File: config.mk
export PLATFORM = sky130hd
export DESIGN_NAME = seven_segment_text_mux_driver
export DESIGN_NICKNAME = d
export VERILOG_FILES = /design/src/rtl/ssd_pkg.sv /design/src/rtl/seven_segment_text_mux_driver.sv /design/src/rtl/ssd_front.sv /design/src/rtl/ssd_cmd_fifo.sv /design/src/rtl/ssd_back.sv
export SDC_FILE = /design/constraint.sdc
export NUM_CORES = 1
export LEC_CHECK = 0
export BUFFER_PORTS_ARGS = -buffer_cell sky130_fd_sc_hd__buf_2
export CAP_MARGIN = 15
export CORE_MARGIN = 1.5
export CORE_UTILIZATION = 57
export CTS_BUF_LIST = sky130_fd_sc_hd__clkbuf_4 sky130_fd_sc_hd__clkbuf_8
export CTS_CLUSTER_SIZE = 16
export DETAILED_ROUTE_END_ITERATION = 16
export GPL_ROUTABILITY_DRIVEN = 0
export GPL_TIMING_DRIVEN = 0
export PLACE_DENSITY = 0.85
export SETUP_SLACK_MARGIN = 0.2
export SYNTH_ARGS = -nofsm -noshare
export SYNTH_HDL_FRONTEND = slang
export SYNTH_SLANG_ARGS = --single-unit
File: constraint.sdc
create_clock -name clock -period 2.4 [get_ports clock]
set_input_delay 0.12 -clock clock [delete_from_list [all_inputs] [get_ports clock]]
set_output_delay 0.12 -clock clock [all_outputs]
set_load 0.005 [all_outputs]
File: src/rtl/ssd_pkg.sv
// Shared types, constants and the character decoder of the seven segment text driver.
// No dependencies; every other file of the block imports this package.
package ssd_pkg;

   // Display geometry
   localparam int DIGIT_COUNT = 2;
   localparam int POS_W       = (DIGIT_COUNT > 1) ? $clog2(DIGIT_COUNT) : 1;
   localparam int CNT_W       = $clog2(DIGIT_COUNT + 1);
   localparam int SEG_W       = 7;

   // Queue depths between front, back and the result port
   localparam int CMD_DEPTH    = 2;
   localparam int CMD_PTR_W    = (CMD_DEPTH > 1) ? $clog2(CMD_DEPTH) : 1;
   localparam int CMD_CNT_W    = $clog2(CMD_DEPTH + 1);
   localparam int RES_DEPTH    = 2;
   localparam int RES_PTR_W    = (RES_DEPTH > 1) ? $clog2(RES_DEPTH) : 1;
   localparam int RES_CNT_W    = $clog2(RES_DEPTH + 1);

   // Configuration register indexes
   localparam logic CSR_SEG_LEVEL   = 1'b0;
   localparam logic CSR_DIGIT_LEVEL = 1'b1;

   // Input item kinds
   localparam logic FUNC_CHAR = 1'b0;
   localparam logic FUNC_SCAN = 1'b1;

   // Result kinds and write status codes
   localparam logic KIND_WRITE = 1'b0;
   localparam logic KIND_SCAN  = 1'b1;
   localparam logic STATUS_OK  = 1'b0;
   localparam logic STATUS_ERR = 1'b1;

   // Command codes passed from front to back
   localparam logic [2:0] OP_SCAN  = 3'd0;
   localparam logic [2:0] OP_GLYPH = 3'd1;
   localparam logic [2:0] OP_DOT   = 3'd2;
   localparam logic [2:0] OP_END   = 3'd3;
   localparam logic [2:0] OP_BAD   = 3'd4;

   // Special characters
   localparam logic [7:0] CHAR_NUL   = 8'h00;
   localparam logic [7:0] CHAR_DOT   = 8'h2E;
   localparam logic [7:0] CHAR_MINUS = 8'h2D;
   localparam logic [7:0] CHAR_SPACE = 8'h20;
   localparam logic [7:0] CHAR_ZERO  = 8'h30;
   localparam logic [7:0] CHAR_NINE  = 8'h39;

   // Segment patterns: digits 0..9, minus, blank
   localparam logic [SEG_W-1:0] GLYPH_TABLE [12] = '{
      7'h3F, 7'h06, 7'h5B, 7'h4F, 7'h66, 7'h6D, 7'h7D, 7'h07, 7'h7F, 7'h6F, 7'h40, 7'h00
   };
   localparam int GLYPH_MINUS = 10;
   localparam int GLYPH_BLANK = 11;

   typedef struct packed {
      logic seg_level;
      logic digit_level;
   } ssd_cfg_type;

   typedef struct packed {
      logic [2:0]       op;
      logic [SEG_W-1:0] glyph;
   } ssd_cmd_type;

   typedef struct packed {
      logic                   kind;
      logic                   status;
      logic [SEG_W-1:0]       seg;
      logic                   dp;
      logic [DIGIT_COUNT-1:0] dig;
   } ssd_res_type;

   // Classify one input item into a back-end command
   function automatic ssd_cmd_type classify(input logic func, input logic [7:0] c);
      ssd_cmd_type cmd;
      cmd.op    = OP_BAD;
      cmd.glyph = '0;
      if (func == FUNC_SCAN) begin
         cmd.op = OP_SCAN;
      end else if (c == CHAR_NUL) begin
         cmd.op = OP_END;
      end else if (c == CHAR_DOT) begin
         cmd.op = OP_DOT;
      end else if (c inside {[CHAR_ZERO:CHAR_NINE]}) begin
         cmd.op    = OP_GLYPH;
         cmd.glyph = GLYPH_TABLE[c[3:0]];
      end else if (c == CHAR_MINUS) begin
         cmd.op    = OP_GLYPH;
         cmd.glyph = GLYPH_TABLE[GLYPH_MINUS];
      end else if (c == CHAR_SPACE) begin
         cmd.op    = OP_GLYPH;
         cmd.glyph = GLYPH_TABLE[GLYPH_BLANK];
      end
      return cmd;
   endfunction

endpackage

File: src/rtl/seven_segment_text_mux_driver.sv
// Top level of the multiplexed seven segment text driver: configuration registers,
// front decoder, command queue and back end. Depends on ssd_pkg and the ssd_* modules.
//
// Usage:
// - Input queue: drive push with req_func / req_char_code; a transaction is taken at a
//   rising edge with push high and full low. req_func 0 sends one character of a
//   NUL-ended string, req_func 1 is a scan tick.
// - Result queue: while empty is low the oldest result sits on the rsp_ ports; pop
//   with empty low takes it. A scan tick yields the drive levels of the next digit.
//   A string end gives a write-finished result unless an unknown character came first,
//   which yields one itself if the buffer has room. Other characters yield no result.
// - Configuration: csr_write with csr_index 0 sets the segment active level, index 1
//   the digit active level. Write only while the block is idle.
// - Throughput: one transaction per cycle, sustained as long as pop keeps up.
// - Path: an input transaction is registered in the command queue, its result in the
//   result queue, from whose head it shows on the result ports until it is popped.
// - Stall: when pop stays low the two-entry result queue fills, the back end holds,
//   the two-entry command queue fills and full rises; nothing is dropped.
// - Reset: synchronous; clears both queues, blanks display and staging buffer, sets
//   the segment level to 1 and the digit level to 0.
module seven_segment_text_mux_driver import ssd_pkg::*; (
   input  logic                   clock,
   input  logic                   reset,
   input  logic                   push,
   output logic                   full,
   input  logic                   req_func,
   input  logic [7:0]             req_char_code,
   output logic                   empty,
   input  logic                   pop,
   output logic                   rsp_result_kind,
   output logic                   rsp_write_status,
   output logic [SEG_W-1:0]       rsp_segment_lines,
   output logic                   rsp_decimal_point_line,
   output logic [DIGIT_COUNT-1:0] rsp_digit_lines,
   input  logic                   csr_write,
   input  logic                   csr_index,
   input  logic                   csr_data
);

   ssd_cfg_type cfg_ff, cfg_in;
   ssd_cmd_type front_cmd;
   ssd_cmd_type queued_cmd;
   logic        cmd_valid;
   logic        cmd_pop;
   logic        res_valid;
   ssd_res_type res;

   // Update configuration registers
   always_comb begin
      cfg_in = cfg_ff;
      if (csr_write) begin
         case (csr_index)
            CSR_SEG_LEVEL:   cfg_in.seg_level   = csr_data;
            CSR_DIGIT_LEVEL: cfg_in.digit_level = csr_data;
            default: ;
         endcase
      end
   end

   always_ff @(posedge clock) begin
      if (reset) begin
         cfg_ff.seg_level   <= 1'b1;
         cfg_ff.digit_level <= 1'b0;
      end else begin
         cfg_ff <= cfg_in;
      end
   end

   ssd_front u_front (
      .func      (req_func),
      .char_code (req_char_code),
      .cmd       (front_cmd)
   );

   ssd_cmd_fifo u_cmd_fifo (
      .clock (clock),
      .reset (reset),
      .push  (push),
      .din   (front_cmd),
      .full  (full),
      .valid (cmd_valid),
      .pop   (cmd_pop),
      .dout  (queued_cmd)
   );

   ssd_back u_back (
      .clock     (clock),
      .reset     (reset),
      .cfg       (cfg_ff),
      .cmd_valid (cmd_valid),
      .cmd       (queued_cmd),
      .cmd_pop   (cmd_pop),
      .res_pop   (pop),
      .res_valid (res_valid),
      .res       (res)
   );

   // Drive result ports from the queue head
   assign empty                  = !res_valid;
   assign rsp_result_kind        = res.kind;
   assign rsp_write_status       = res.status;
   assign rsp_segment_lines      = res.seg;
   assign rsp_decimal_point_line = res.dp;
   assign rsp_digit_lines        = res.dig;

   // Both queues come out of reset empty
   a_reset_empty: assert property (@(posedge clock)
      (!reset && $past(reset)) |-> (empty && !cmd_valid))
      else $error("queues not empty after reset");

   // With the result queue empty the back end never holds a pending command
   a_back_drains: assert property (@(posedge clock) disable iff (reset)
      (empty && cmd_valid) |-> cmd_pop)
      else $error("back end stalled with room in result queue");

   // A write-finished result carries no drive levels
   a_write_fields: assert property (@(posedge clock) disable iff (reset)
      (!empty && (rsp_result_kind == KIND_WRITE)) |->
         ((rsp_segment_lines == '0) && !rsp_decimal_point_line && (rsp_digit_lines == '0)))
      else $error("write result with nonzero drive fields");

   // A scan result always reports OK status
   a_scan_status: assert property (@(posedge clock) disable iff (reset)
      (!empty && (rsp_result_kind == KIND_SCAN)) |-> (rsp_write_status == STATUS_OK))
      else $error("scan result with error status");

endmodule

File: src/rtl/ssd_front.sv
// Front end: decodes each accepted input transaction into a command for the back end.
// Depends on ssd_pkg (command codes and glyph table).
module ssd_front import ssd_pkg::*; (
   input  logic        func,
   input  logic [7:0]  char_code,
   output ssd_cmd_type cmd
);

   // Decode the character or scan tick
   always_comb begin
      cmd = classify(func, char_code);
   end

endmodule

File: src/rtl/ssd_cmd_fifo.sv
// Short command queue between the front end and the back end.
// Depends on ssd_pkg (command type and queue depth).
module ssd_cmd_fifo import ssd_pkg::*; (
   input  logic        clock,
   input  logic        reset,
   input  logic        push,
   input  ssd_cmd_type din,
   output logic        full,
   output logic        valid,
   input  logic        pop,
   output ssd_cmd_type dout
);

   ssd_cmd_type          mem_ff [CMD_DEPTH];
   logic [CMD_PTR_W-1:0] wr_ff, wr_in;
   logic [CMD_PTR_W-1:0] rd_ff, rd_in;
   logic [CMD_CNT_W-1:0] count_ff, count_in;
   logic                 do_push, do_pop;

   assign full    = (count_ff == CMD_CNT_W'(CMD_DEPTH));
   assign valid   = (count_ff != '0);
   assign do_push = push && !full;
   assign do_pop  = pop && valid;
   assign dout    = mem_ff[rd_ff];

   // Advance pointers and occupancy
   always_comb begin
      wr_in    = wr_ff;
      rd_in    = rd_ff;
      count_in = count_ff;
      if (do_push) begin
         wr_in = (wr_ff == CMD_PTR_W'(CMD_DEPTH - 1)) ? '0 : wr_ff + CMD_PTR_W'(1);
      end
      if (do_pop) begin
         rd_in = (rd_ff == CMD_PTR_W'(CMD_DEPTH - 1)) ? '0 : rd_ff + CMD_PTR_W'(1);
      end
      if (do_push && !do_pop) begin
         count_in = count_ff + CMD_CNT_W'(1);
      end else if (do_pop && !do_push) begin
         count_in = count_ff - CMD_CNT_W'(1);
      end
   end

   always_ff @(posedge clock) begin
      if (reset) begin
         wr_ff    <= '0;
         rd_ff    <= '0;
         count_ff <= '0;
      end else begin
         wr_ff    <= wr_in;
         rd_ff    <= rd_in;
         count_ff <= count_in;
      end
   end

   // Store the entry
   always_ff @(posedge clock) begin
      if (do_push) begin
         mem_ff[wr_ff] <= din;
      end
   end

endmodule

File: src/rtl/ssd_back.sv
// Back end: staging buffer, committed display, scan position and the result queue.
// Depends on ssd_pkg (command and result types, glyph constants, depths).
module ssd_back import ssd_pkg::*; (
   input  logic        clock,
   input  logic        reset,
   input  ssd_cfg_type cfg,
   input  logic        cmd_valid,
   input  ssd_cmd_type cmd,
   output logic        cmd_pop,
   input  logic        res_pop,
   output logic        res_valid,
   output ssd_res_type res
);

   logic [SEG_W-1:0]       shown_seg_ff [DIGIT_COUNT];
   logic [SEG_W-1:0]       shown_seg_in [DIGIT_COUNT];
   logic [DIGIT_COUNT-1:0] shown_pt_ff, shown_pt_in;
   logic [SEG_W-1:0]       staged_seg_ff [DIGIT_COUNT];
   logic [SEG_W-1:0]       staged_seg_in [DIGIT_COUNT];
   logic [DIGIT_COUNT-1:0] staged_pt_ff, staged_pt_in;
   logic [CNT_W-1:0]       fill_ff, fill_in;
   logic                   skip_ff, skip_in;
   logic [POS_W-1:0]       scan_ff, scan_in;

   ssd_res_type            res_mem_ff [RES_DEPTH];
   logic [RES_PTR_W-1:0]   res_wr_ff, res_wr_in;
   logic [RES_PTR_W-1:0]   res_rd_ff, res_rd_in;
   logic [RES_CNT_W-1:0]   res_count_ff, res_count_in;
   logic                   res_push, res_take;
   ssd_res_type            res_new;

   logic [SEG_W-1:0]       just_seg [DIGIT_COUNT];
   logic [DIGIT_COUNT-1:0] just_pt;
   logic [CNT_W-1:0]       shift;
   logic [CNT_W-1:0]       fill_dec;
   logic                   has_room;
   logic [DIGIT_COUNT-1:0] dig_hot;

   assign res_valid = (res_count_ff != '0);
   assign res_take  = res_pop && res_valid;
   assign res       = res_mem_ff[res_rd_ff];
   assign has_room  = (fill_ff < CNT_W'(DIGIT_COUNT));
   assign fill_dec  = fill_ff - CNT_W'(1);
   assign dig_hot   = DIGIT_COUNT'(1) << scan_ff;

   // Execute a command when the result queue has a slot or frees one now
   assign cmd_pop = cmd_valid && ((res_count_ff != RES_CNT_W'(RES_DEPTH)) || res_take);

   // Right-justify the staged text, blanks on the left
   always_comb begin
      int src;
      shift = CNT_W'(DIGIT_COUNT) - fill_ff;
      for (int i = 0; i < DIGIT_COUNT; i++) begin
         src         = i - int'(shift);
         just_seg[i] = '0;
         just_pt[i]  = 1'b0;
         if (src >= 0) begin
            just_seg[i] = staged_seg_ff[src[POS_W-1:0]];
            just_pt[i]  = staged_pt_ff[src[POS_W-1:0]];
         end
      end
   end

   // Carry out one command
   always_comb begin
      shown_seg_in  = shown_seg_ff;
      shown_pt_in   = shown_pt_ff;
      staged_seg_in = staged_seg_ff;
      staged_pt_in  = staged_pt_ff;
      fill_in       = fill_ff;
      skip_in       = skip_ff;
      scan_in       = scan_ff;
      res_push      = 1'b0;
      res_new       = '0;
      if (cmd_pop) begin
         case (cmd.op)
            OP_SCAN: begin
               res_push       = 1'b1;
               res_new.kind   = KIND_SCAN;
               res_new.status = STATUS_OK;
               res_new.seg    = shown_seg_ff[scan_ff] ^ {SEG_W{~cfg.seg_level}};
               res_new.dp     = shown_pt_ff[scan_ff] ^ ~cfg.seg_level;
               res_new.dig    = dig_hot ^ {DIGIT_COUNT{~cfg.digit_level}};
               scan_in = (scan_ff == POS_W'(DIGIT_COUNT - 1)) ? '0 : scan_ff + POS_W'(1);
            end
            OP_END: begin
               if (skip_ff) begin
                  skip_in = 1'b0;
               end else begin
                  shown_seg_in   = just_seg;
                  shown_pt_in    = just_pt;
                  res_push       = 1'b1;
                  res_new.kind   = KIND_WRITE;
                  res_new.status = STATUS_OK;
               end
               staged_seg_in = '{default: '0};
               staged_pt_in  = '0;
               fill_in       = '0;
            end
            OP_DOT: begin
               if (!skip_ff && has_room && (fill_ff != '0)) begin
                  staged_pt_in[fill_dec[POS_W-1:0]] = 1'b1;
               end
            end
            OP_GLYPH: begin
               if (!skip_ff && has_room) begin
                  staged_seg_in[fill_ff[POS_W-1:0]] = cmd.glyph;
                  fill_in = fill_ff + CNT_W'(1);
               end
            end
            OP_BAD: begin
               if (!skip_ff && has_room) begin
                  shown_seg_in   = staged_seg_ff;
                  shown_pt_in    = staged_pt_ff;
                  staged_seg_in  = '{default: '0};
                  staged_pt_in   = '0;
                  fill_in        = '0;
                  skip_in        = 1'b1;
                  res_push       = 1'b1;
                  res_new.kind   = KIND_WRITE;
                  res_new.status = STATUS_ERR;
               end
            end
            default: ;
         endcase
      end
   end

   // Advance result queue pointers and occupancy
   always_comb begin
      res_wr_in    = res_wr_ff;
      res_rd_in    = res_rd_ff;
      res_count_in = res_count_ff;
      if (res_push) begin
         res_wr_in = (res_wr_ff == RES_PTR_W'(RES_DEPTH - 1)) ? '0 : res_wr_ff + RES_PTR_W'(1);
      end
      if (res_take) begin
         res_rd_in = (res_rd_ff == RES_PTR_W'(RES_DEPTH - 1)) ? '0 : res_rd_ff + RES_PTR_W'(1);
      end
      if (res_push && !res_take) begin
         res_count_in = res_count_ff + RES_CNT_W'(1);
      end else if (res_take && !res_push) begin
         res_count_in = res_count_ff - RES_CNT_W'(1);
      end
   end

   always_ff @(posedge clock) begin
      if (reset) begin
         shown_seg_ff  <= '{default: '0};
         shown_pt_ff   <= '0;
         staged_seg_ff <= '{default: '0};
         staged_pt_ff  <= '0;
         fill_ff       <= '0;
         skip_ff       <= 1'b0;
         scan_ff       <= '0;
         res_wr_ff     <= '0;
         res_rd_ff     <= '0;
         res_count_ff  <= '0;
      end else begin
         shown_seg_ff  <= shown_seg_in;
         shown_pt_ff   <= shown_pt_in;
         staged_seg_ff <= staged_seg_in;
         staged_pt_ff  <= staged_pt_in;
         fill_ff       <= fill_in;
         skip_ff       <= skip_in;
         scan_ff       <= scan_in;
         res_wr_ff     <= res_wr_in;
         res_rd_ff     <= res_rd_in;
         res_count_ff  <= res_count_in;
      end
   end

   // Store the result entry
   always_ff @(posedge clock) begin
      if (res_push) begin
         res_mem_ff[res_wr_ff] <= res_new;
      end
   end

endmodule

# ---- Word level (Yosys, flattened, before mapping)
# Memories as Yosys holds them, arrays and structs flattened. A register that Yosys moved wholly into a read port is not among the register bits.
# Index checks and enable logic that the tools add are counted.
dict set report word_totals {
  regBits 46
  ram_bits 44
  rom_bits 112
  out_inout_bits 14
  word_cells 190
  memories 3
}
dict set report classes {
  addsub 14
  magnitude_cmp 16
  n_eq_ne 13
  n_shift 1
  mux 76
  bitwise 12
  reduce_logical 38
}
# memory depth word_bits rd rd_ports_with_merged_regs wr line
set mem_list {}
lappend mem_list {{(name not given)} 16 7 1 0 0 ssd_pkg.sv:86} ;# cmd.glyph = GLYPH_TABLE[c[3:0]];
lappend mem_list {u_back.res_mem_ff 2 12 1 1 1 ssd_back.sv:25} ;# ssd_res_type res_mem_ff [RES_DEPTH];
lappend mem_list {u_cmd_fifo.mem_ff 2 10 1 1 1 ssd_cmd_fifo.sv:14} ;# ssd_cmd_type mem_ff [CMD_DEPTH];
# cell n
set ops {}
lappend ops {{7-bit 2-to-1 mux} 17}
lappend ops {{32-bit by 1-bit >= comparator with 1-bit output (second input constant)} 2}
lappend ops {{14-bit 2-to-1 mux} 4}
lappend ops {{14-bit case mux with 3 select lines} 1}
lappend ops {{10-bit 2-to-1 mux} 4}
lappend ops {{14-bit case mux with 2 select lines} 1}
lappend ops {{1-bit 2-to-1 mux} 27}
lappend ops {{8-bit by 6-bit equality test with 1-bit output (second input constant)} 3}
lappend ops {{2-bit 2-to-1 mux} 9}
lappend ops {{14-bit bitwise mux} 1}
lappend ops {{1-bit logical AND} 13}
lappend ops {{12-bit 2-to-1 mux} 1}
lappend ops {{2-bit case mux with 3 select lines} 2}
lappend ops {{4-bit AND reduction} 3}
lappend ops {{2-bit nonzero test} 6}
lappend ops {{3-bit 2-to-1 mux} 3}
lappend ops {{2-bit >= comparator (second input constant)} 4}
lappend ops {{8-bit by 6-bit >= comparator with 1-bit output (second input constant)} 1}
lappend ops {{8-bit by 6-bit <= comparator with 1-bit output (second input constant)} 1}
lappend ops {{8-bit zero test} 1}
lappend ops {{1-bit by 2-bit < comparator with 1-bit output (second input constant)} 4}
lappend ops {{1-bit NOT with 2-bit output} 4}
lappend ops {{2-bit case mux with 2 select lines} 2}
lappend ops {{7-bit demux with 1-bit select} 1}
lappend ops {{other kinds (32)} 55}

# ---- Longest topological paths before layout
# Gate-level depths: netlist of run 1.
dict set report logic_depth {
  word_depth 9
  mapped_depth 10
}

# ---- Modules after synthesis
# A second synthesis of run 1 with hierarchy kept.
dict set report unflattened {
  hier_cells 362
  hier_area_um2 4302.9
}
# mod instances cells_each area_each_um2 seq_area_each_um2
set by_module_without_submodules {}
lappend by_module_without_submodules {ssd_back 1 237 2874.0 1541.5}
lappend by_module_without_submodules {ssd_cmd_fifo 1 56 938.4 700.7}
lappend by_module_without_submodules {ssd_front 1 59 391.6 0.0}
lappend by_module_without_submodules {seven_segment_text_mux_driver 1 10 98.8 40.0}

# ---- Worst setup path after synthesis of run 1
# OpenSTA, ideal clock, no wires.
dict set report synth_path {
  path_type {reg-to-reg}
  start {reg u_back.fill_ff[0]}
  end {mem u_back.res_mem_ff[0][0] in the netlist's numbering, enable pin}
  arrival_ps 2279
  slack_ps -260
  stages_incl_launch_ff 8
  period_less_slack_ps 2660
  cell_sequence {dfxtp_1 clkbuf_1 inv_1 ha_1 nor3_1 o22ai_1 a21oi_1 nor2b_1}
}
dict set report synth_via {
  elab_chain_cells 7
}
# item line
set synth_lines {}
lappend synth_lines {{start: declaration} ssd_back.sv:21} ;# logic [CNT_W-1:0] fill_ff, fill_in;
lappend synth_lines {{start signal: assignment} ssd_back.sv:164} ;# fill_ff <= fill_in;
lappend synth_lines {{2-bit < comparator} ssd_back.sv:42} ;# assign has_room = (fill_ff < CNT_W'(DIGIT_COUNT));
lappend synth_lines {{1-bit logical AND} ssd_back.sv:112} ;# if (!skip_ff && has_room) begin
lappend synth_lines {{1-bit 2-to-1 mux} ssd_back.sv:112}
lappend synth_lines {{1-bit case mux with 3 select lines} ssd_back.sv:76} ;# case (cmd.op)
lappend synth_lines {{1-bit 2-to-1 mux} ssd_back.sv:75} ;# if (cmd_pop) begin
lappend synth_lines {{1-bit 2-to-1 mux} ssd_back.sv:175} ;# if (res_push) begin
lappend synth_lines {{1-bit 2-to-1 mux (implied by the code)} ssd_back.sv:176} ;# res_mem_ff[res_wr_ff] <= res_new;
lappend synth_lines {{end: declaration} ssd_back.sv:25}
# Every way passes these cells.

==> results.cfg, run 1 <==
[logic_synthesis]
synth_top_flop_cell = dfxtp_1
synth_area_leader_cell = edfxtp_1
syn_avg_cell_area_um2 = 9.99
syn_inst = 486
synthTopCellsByArea = edfxtp_1, dfxtp_1, nand3_1, mux2i_1, mux2_2
synth_fp_nets = 513
yosysMostFrequentCell = dfxtp_1
syn_area_um2 = 4860
yosys_warnings = 0
synth_top_area_share_pct = 27.2
synth_cell_types = 61
async_flop_share_pct = 0
ys_ff_latch = 92
synth_edf_count = 44
synth_common_cells = dfxtp_1, edfxtp_1, nor2_1
yosysSeqAreaShare_pct = 47.0

[global_route]
grt_pass1_wl_mm = 18.0
grt_usage_pct = 25.9
grt_overflow = 0
grt_max_degree = 17
antenna_found_initial = 0
grt_pass1_vias = 3817

[floorplanning]
die_width_um = 95.3
die_h_um = 95.3
start_util_pct = 59.1
io_pins = 30
dieArea_um2 = 9080
core_area_um2 = 8220
rows = 33

[clock_tree]
clock-root-buffer = clkbuf_8
clkTransAtPathRegs_ns = 0.10
cts_buffers = 9
clk_latency_ns = 0.37
cts_tree = built
clock-sinks = 92
ctsHtreeMaxLevel = 3
cts_max_path_buffers = 2

[drt]
top_layer_used = met4
drc_errors = 0
wl_met2_mm = 6.02
drt_iter0_drc = 526
antenna_left = 0
viasPerCell = 6.34
drt-met1-wl_mm = 4.49
wl_per_cell_um = 17.9
first_pass_iters = 8
wl_mm = 11.6
vias = 4107
dr_wl_met3_um = 664

[placement]
io_buffers = 28
dp_cells = 619
dp_hpwl_mm = 7.67

[sta]
fmax_mhz = 444
worst_pin_slew_ns = 0.841
grt_setup_unrepaired = yes
hold_viol_final = 0
setup_violations = 0
timing.final.crit_share_pct = 93.9
max_slew_margin_pct = 43.5
min_period_ns = 2.25
finClkSkew_ns = 0.0111
fin_tns_setup_ns = 0
drv_slew = 0

[worst_setup_path]
cp_max_fo = 7
cp.depth = 5
required_ns = 2.66
crit_chain = buf_4 > or4bb_1 > a211oi_2 > nand3_1 > o32ai_1
crit_arrival_ns = 2.51
worst-setup-path-type = register to register
cp-start-kind = register
r2r-end = u_back.staged_seg_ff[5]
worstSetupEndpointType = register
r2r_start = u_cmd_fifo.mem_ff[1][8]
cp-endpoint = u_back.staged_seg_ff[5]
crit_start = u_cmd_fifo.mem_ff[1][8]
rr_worst_depth = 5
regToRegSetupSlack_ns = 0.15
critPathBufInv = 1
slowest_delay_ns = 0.53
cp_slowest_cell = or4bb_1
crit_family = simple AND/OR/NAND/NOR gates

[pwr]
irDropWorstVdd_v = 0.000412
p_leak_nw = 1.98
power_density_nw_per_um2 = 882
total_power_mw = 4.92

[finish]
fin_cells = 648
final_util_pct = 67.9
multi_input_area_um2 = 2450
drive_above_1_share_pct = 21.7
antennaDiodeCount = 0
register_area_um2 = 2280
fillCellCount = 579
synthToLayoutAreaGrowth_pct = 14.9
num-nets-final = 565

[min_path]
worstHoldStart = csr_write
hp-class = primary input to register

[flow_run]
drv_cap = 0

[outcome]
outcome = finished clean
==> worst min path at each step <==
stage / to / cells past startpoint
detailed placement: cfg_ff[1] / 2
CTS: cfg_ff[0] / 3
finish: cfg_ff[0] / 3
global placement: cfg_ff[1] / 2
floorplan: cfg_ff[1] / 1
global route: cfg_ff[0] / 3
==> metal layers <==
layer  vias to the layer above  global-route usage, %
met5                         -                      0
met2                       208                   47.0
met4                         0                   15.3
met3                        48                   3.75
met1                      1945                   28.5
li1                       1906                      -
==> cells by family (layout without fill, tap and decap cells) <==
group | count (synthesis) | after routing | share of synthesized area [%]
AO/OA/AOI/OAI | 92 | 92 | 14.7
flip-flops | 92 | 92 | 47.0
adder cells (fa/ha/maj) | 11 | 11 | 2.83
XOR/XNOR | 17 | 17 | 3.07
buffers and inverters | 58 | 115 | 4.66
AND/OR/NAND/NOR | 185 | 185 | 21.0
multiplexers | 31 | 31 | 6.75
==> report_power, final <==
| group | switching (mW) | leakage (nW) | total (mW) | internal, mW |
|---|---|---|---|---|
| combinational | 1.03 | 1.06 | 1.74 | 0.715 |
| clock | 0.562 | 0.110 | 1.15 | 0.591 |
| sequential | 0.134 | 0.804 | 2.02 | 1.89 |
==> through the flow <==
| stage | setup WS [ns] | instance area, um^2 | hold slack, ns |
|---|---|---|---|
| final | 0.146 | 5580 | 0.0297 |
| after floorplan | 0.239 | 4870 | 0.238 |
| after global routing | 0.111 | 5580 | 0.0650 |
| after CTS | 0.182 | 5430 | 0.0323 |
| after detailed placement | -0.176 | 5140 | 0.384 |
| after global placement | -0.130 | 5140 | 0.348 |
==> sequential cells by signal, indices dropped and copies added (netlist names), named ones only <==
signal	cells
cfg_ff	2
u_back.fill_ff	2
u_back.res_count_ff	2
u_back.res_mem_ff	24
u_back.res_rd_ff	1
u_back.res_wr_ff	1
u_back.scan_ff	1
u_back.shown_pt_ff	2
u_back.shown_seg_ff	14
u_back.skip_ff	1
u_back.staged_pt_ff	2
u_back.staged_seg_ff	14
u_cmd_fifo.count_ff	2
u_cmd_fifo.mem_ff	20
u_cmd_fifo.rd_ff	1
u_cmd_fifo.wr_ff	1
==> tightest hold or removal path, stage by stage <==
cell and delay [ns]:
buf_2 0.11, nand3_1 0.07, a21oi_1 0.06
==> final cells by class <==
class	count	area share, %
Buffer	32	2.71
Clock buffer	9	2.22
Clock inverter	7	1.77
Inverter	26	1.75
Multi-Input combinational cell	336	44.0
Sequential cell	92	40.9
Tap cell	105	2.35
Timing Repair Buffer	41	4.30
==> layout by cell type (no fill, tap or decap), types with 16 or more instances in the layout <==
cell type,synthesis,final
dfxtp_1,48,46
edfxtp_1,44,44
nor2_1,37,37
nand3_1,36,35
buf_2,4,31
nand2_1,27,26
inv_1,26,25
nor2b_1,22,21
a31oi_1,18,18
clkbuf_1,22,16
mux2i_1,17,16
nor4_1,16,16
o221ai_1,16,16
==> what timing repair did <==
item,CTS,global route
hold endpoints to repair,1,0
hold buffers,1,0
setup endpoints to repair,73,78
gates resized for setup,11,29
pin swaps,2,3
buffers inserted,4,8
Power figures use the tool's default switching activity.
==> run 2, diff against run 1 <==
--- a/config.mk
+++ b/config.mk
@@ -8,13 +8,13 @@
 export BUFFER_PORTS_ARGS = -buffer_cell sky130_fd_sc_hd__buf_2
 export CAP_MARGIN = 15
 export CORE_MARGIN = 1.5
-export CORE_UTILIZATION = 57
+export CORE_UTILIZATION = 50
 export CTS_BUF_LIST = sky130_fd_sc_hd__clkbuf_4 sky130_fd_sc_hd__clkbuf_8
 export CTS_CLUSTER_SIZE = 16
 export DETAILED_ROUTE_END_ITERATION = 16
 export GPL_ROUTABILITY_DRIVEN = 0
 export GPL_TIMING_DRIVEN = 0
-export PLACE_DENSITY = 0.85
+export PLACE_DENSITY = 0.77
 export SETUP_SLACK_MARGIN = 0.2
 export SYNTH_ARGS = -nofsm -noshare
 export SYNTH_HDL_FRONTEND = slang
==> results.cfg, run 2 (synthesis gave the netlist of run 1 again) <==
[min_path]
hold_end = u_cmd_fifo.mem_ff[0][9]
hp-class = primary input to register
worstHoldStart = req_func
holdPathStages = 2

[sta]
setup_slack_ns = 0.250
timing.final.crit_share_pct = 89.6
hold_viol_final = 0
setup_violations = 0
drv_slew = 0
finClkSkew_ns = 0.0139
fin_hold_ws_ns = 0.0538
fmax_mhz = 465
max_slew_margin_pct = 38.1
grt_setup_unrepaired = yes
min_period_ns = 2.15
fin_tns_setup_ns = 0
worst_pin_slew_ns = 0.921

[finish]
antennaDiodeCount = 0
fin_cells = 672
layout_commonest_cell = dfxtp_1
fillCellCount = 790
num-nets-final = 565
largest-register = u_back.res_mem_ff
synthToLayoutAreaGrowth_pct = 15.1
largest_reg_flops = 24
drive_above_1_share_pct = 21.5
largestRegisters = u_back.res_mem_ff (24), u_cmd_fifo.mem_ff (20)
mostFrequentLayoutCells = dfxtp_1, edfxtp_1, nor2_1

[global_route]
grt_max_degree = 18
antenna_found_initial = 0
grt_overflow = 0
grt_pass1_vias = 3775
grt_usage_pct = 20.9
grt_pass1_wl_mm = 17.1

[floorplanning]
start_util_pct = 52.1
io_pins = 30
rows = 35
dieArea_um2 = 10300
core_area_um2 = 9330
die_h_um = 102
die_width_um = 102

[pwr]
total_power_mw = 4.84
power.share.clock_pct = 22.5
switchingPower_mw = 1.70
p_int_mw = 3.13
p_seq_share_pct = 41.7
irDropWorstVdd_v = 0.000436
p_leak_nw = 1.96
combPwrFrac_pct = 35.8
power_density_nw_per_um2 = 865
netSwitchingFraction_pct = 35.2

[worst_setup_path]
rr_worst_depth = 6
r2r_start = u_cmd_fifo.mem_ff[1][7]
cp_max_fo = 10
crit_chain = or4bb_1 > clkbuf_1 > a21boi_4 > buf_4 > o221ai_1 > nand3_1
regToRegSetupSlack_ns = 0.25
worst-setup-path-type = register to register
r2r-end = u_back.shown_seg_ff[5]
worstSetupEndpointType = register
slowest_delay_ns = 0.57
crit_arrival_ns = 2.46
required_ns = 2.71
cp-start-kind = register
cp_slowest_cell = or4bb_1

[clock_tree]
clock-root-buffer = clkbuf_8
ctsHtreeMaxLevel = 3
cts_tree = built
clock-sinks = 92
clk_latency_ns = 0.37
cts_max_path_buffers = 2
clkTransAtPathRegs_ns = 0.09
cts_buffers = 9

[placement]
io_buffers = 28
dpl_worst_slack_ns = -0.238
dp_hpwl_mm = 7.46
dp_cells = 643

[drt]
drt-met1-wl_mm = 4.35
top_layer_used = met4
drc_errors = 0
antenna_left = 0
vias = 3988
wl_per_cell_um = 16.0
wl_met2_mm = 5.50
dr_wl_met3_um = 575
viasPerCell = 5.93
drt_iter0_drc = 423
wl_mm = 10.8
first_pass_iters = 7

[outcome]
outcome = finished clean

[flow_run]
drv_cap = 0
==> run 2: worst max path at each step <==
| stage | start | end | depth (start not counted) |
|---|---|---|---|
| final | u_cmd_fifo.mem_ff[1][7] | u_back.shown_seg_ff[5] | 6 |
| after CTS | u_cmd_fifo.mem_ff[0][7] | u_back.shown_seg_ff[0] | 6 |
| after detailed placement | u_back.fill_ff[0] | u_back.res_mem_ff[0][10] | 7 |
| after global placement | u_back.fill_ff[0] | u_back.res_mem_ff[0][10] | 7 |
| after floorplan | u_back.res_count_ff[0] | u_cmd_fifo.count_ff[1] | 6 |
| after global routing | u_back.fill_ff[0] | u_back.res_count_ff[1] | 9 |
==> run 2: final cells by class <==
cell class / count / area (um^2) / area share (%)
Multi-Input combinational cell: 336 / 2440 / 43.6
Sequential cell: 92 / 2280 / 40.9
Timing Repair Buffer: 41 / 253 / 4.52
Tap cell: 129 / 161 / 2.89
Buffer: 32 / 150 / 2.69
Clock buffer: 9 / 124 / 2.22
Inverter: 26 / 97.6 / 1.75
Clock inverter: 7 / 81.3 / 1.45
==> run 2: timing repair <==
action / CTS / global route
hold buffers: 1 / 0
pin swaps: 2 / 6
gates resized for setup: 12 / 23
buffers inserted: 5 / 7
hold endpoints to repair: 1 / 0
endpoints found under the setup margin: 61 / 69
==> run 2: power groups by stage <==
stage	sequential, mW	combinational [mW]	clock (mW)
floorplan	2.01	1.13	0
global placement	2.03	1.45	0
detailed placement	2.05	1.49	0
CTS	2.01	1.61	1.09
global route	2.04	1.89	1.15
finish	2.02	1.73	1.09
==> run 2: worst max-delay path, delay by kind of cell (launching register included) <==
kind            cells  cell delay (ns)
compound gates      2             0.45
buf+inv             2             0.46
flops               1             0.52
simple gates        2             0.67
==> run 2: stage by stage <==
step           util (%)  area, um^2
2_1_floorplan         -        4870
3_3_place_gp       55.5        5170
3_5_place_dp       55.5        5170
4_1_cts            58.7        5480
5_1_grt            59.9        5590
6_report           59.9        5590
==> run 2: routing by layer <==
layer / vias up / GRT usage (%)
met2: 167 / 39.0
met3: 39 / 3.38
met5: - / 0
met1: 1868 / 22.8
li1: 1914 / -
met4: 0 / 10.5
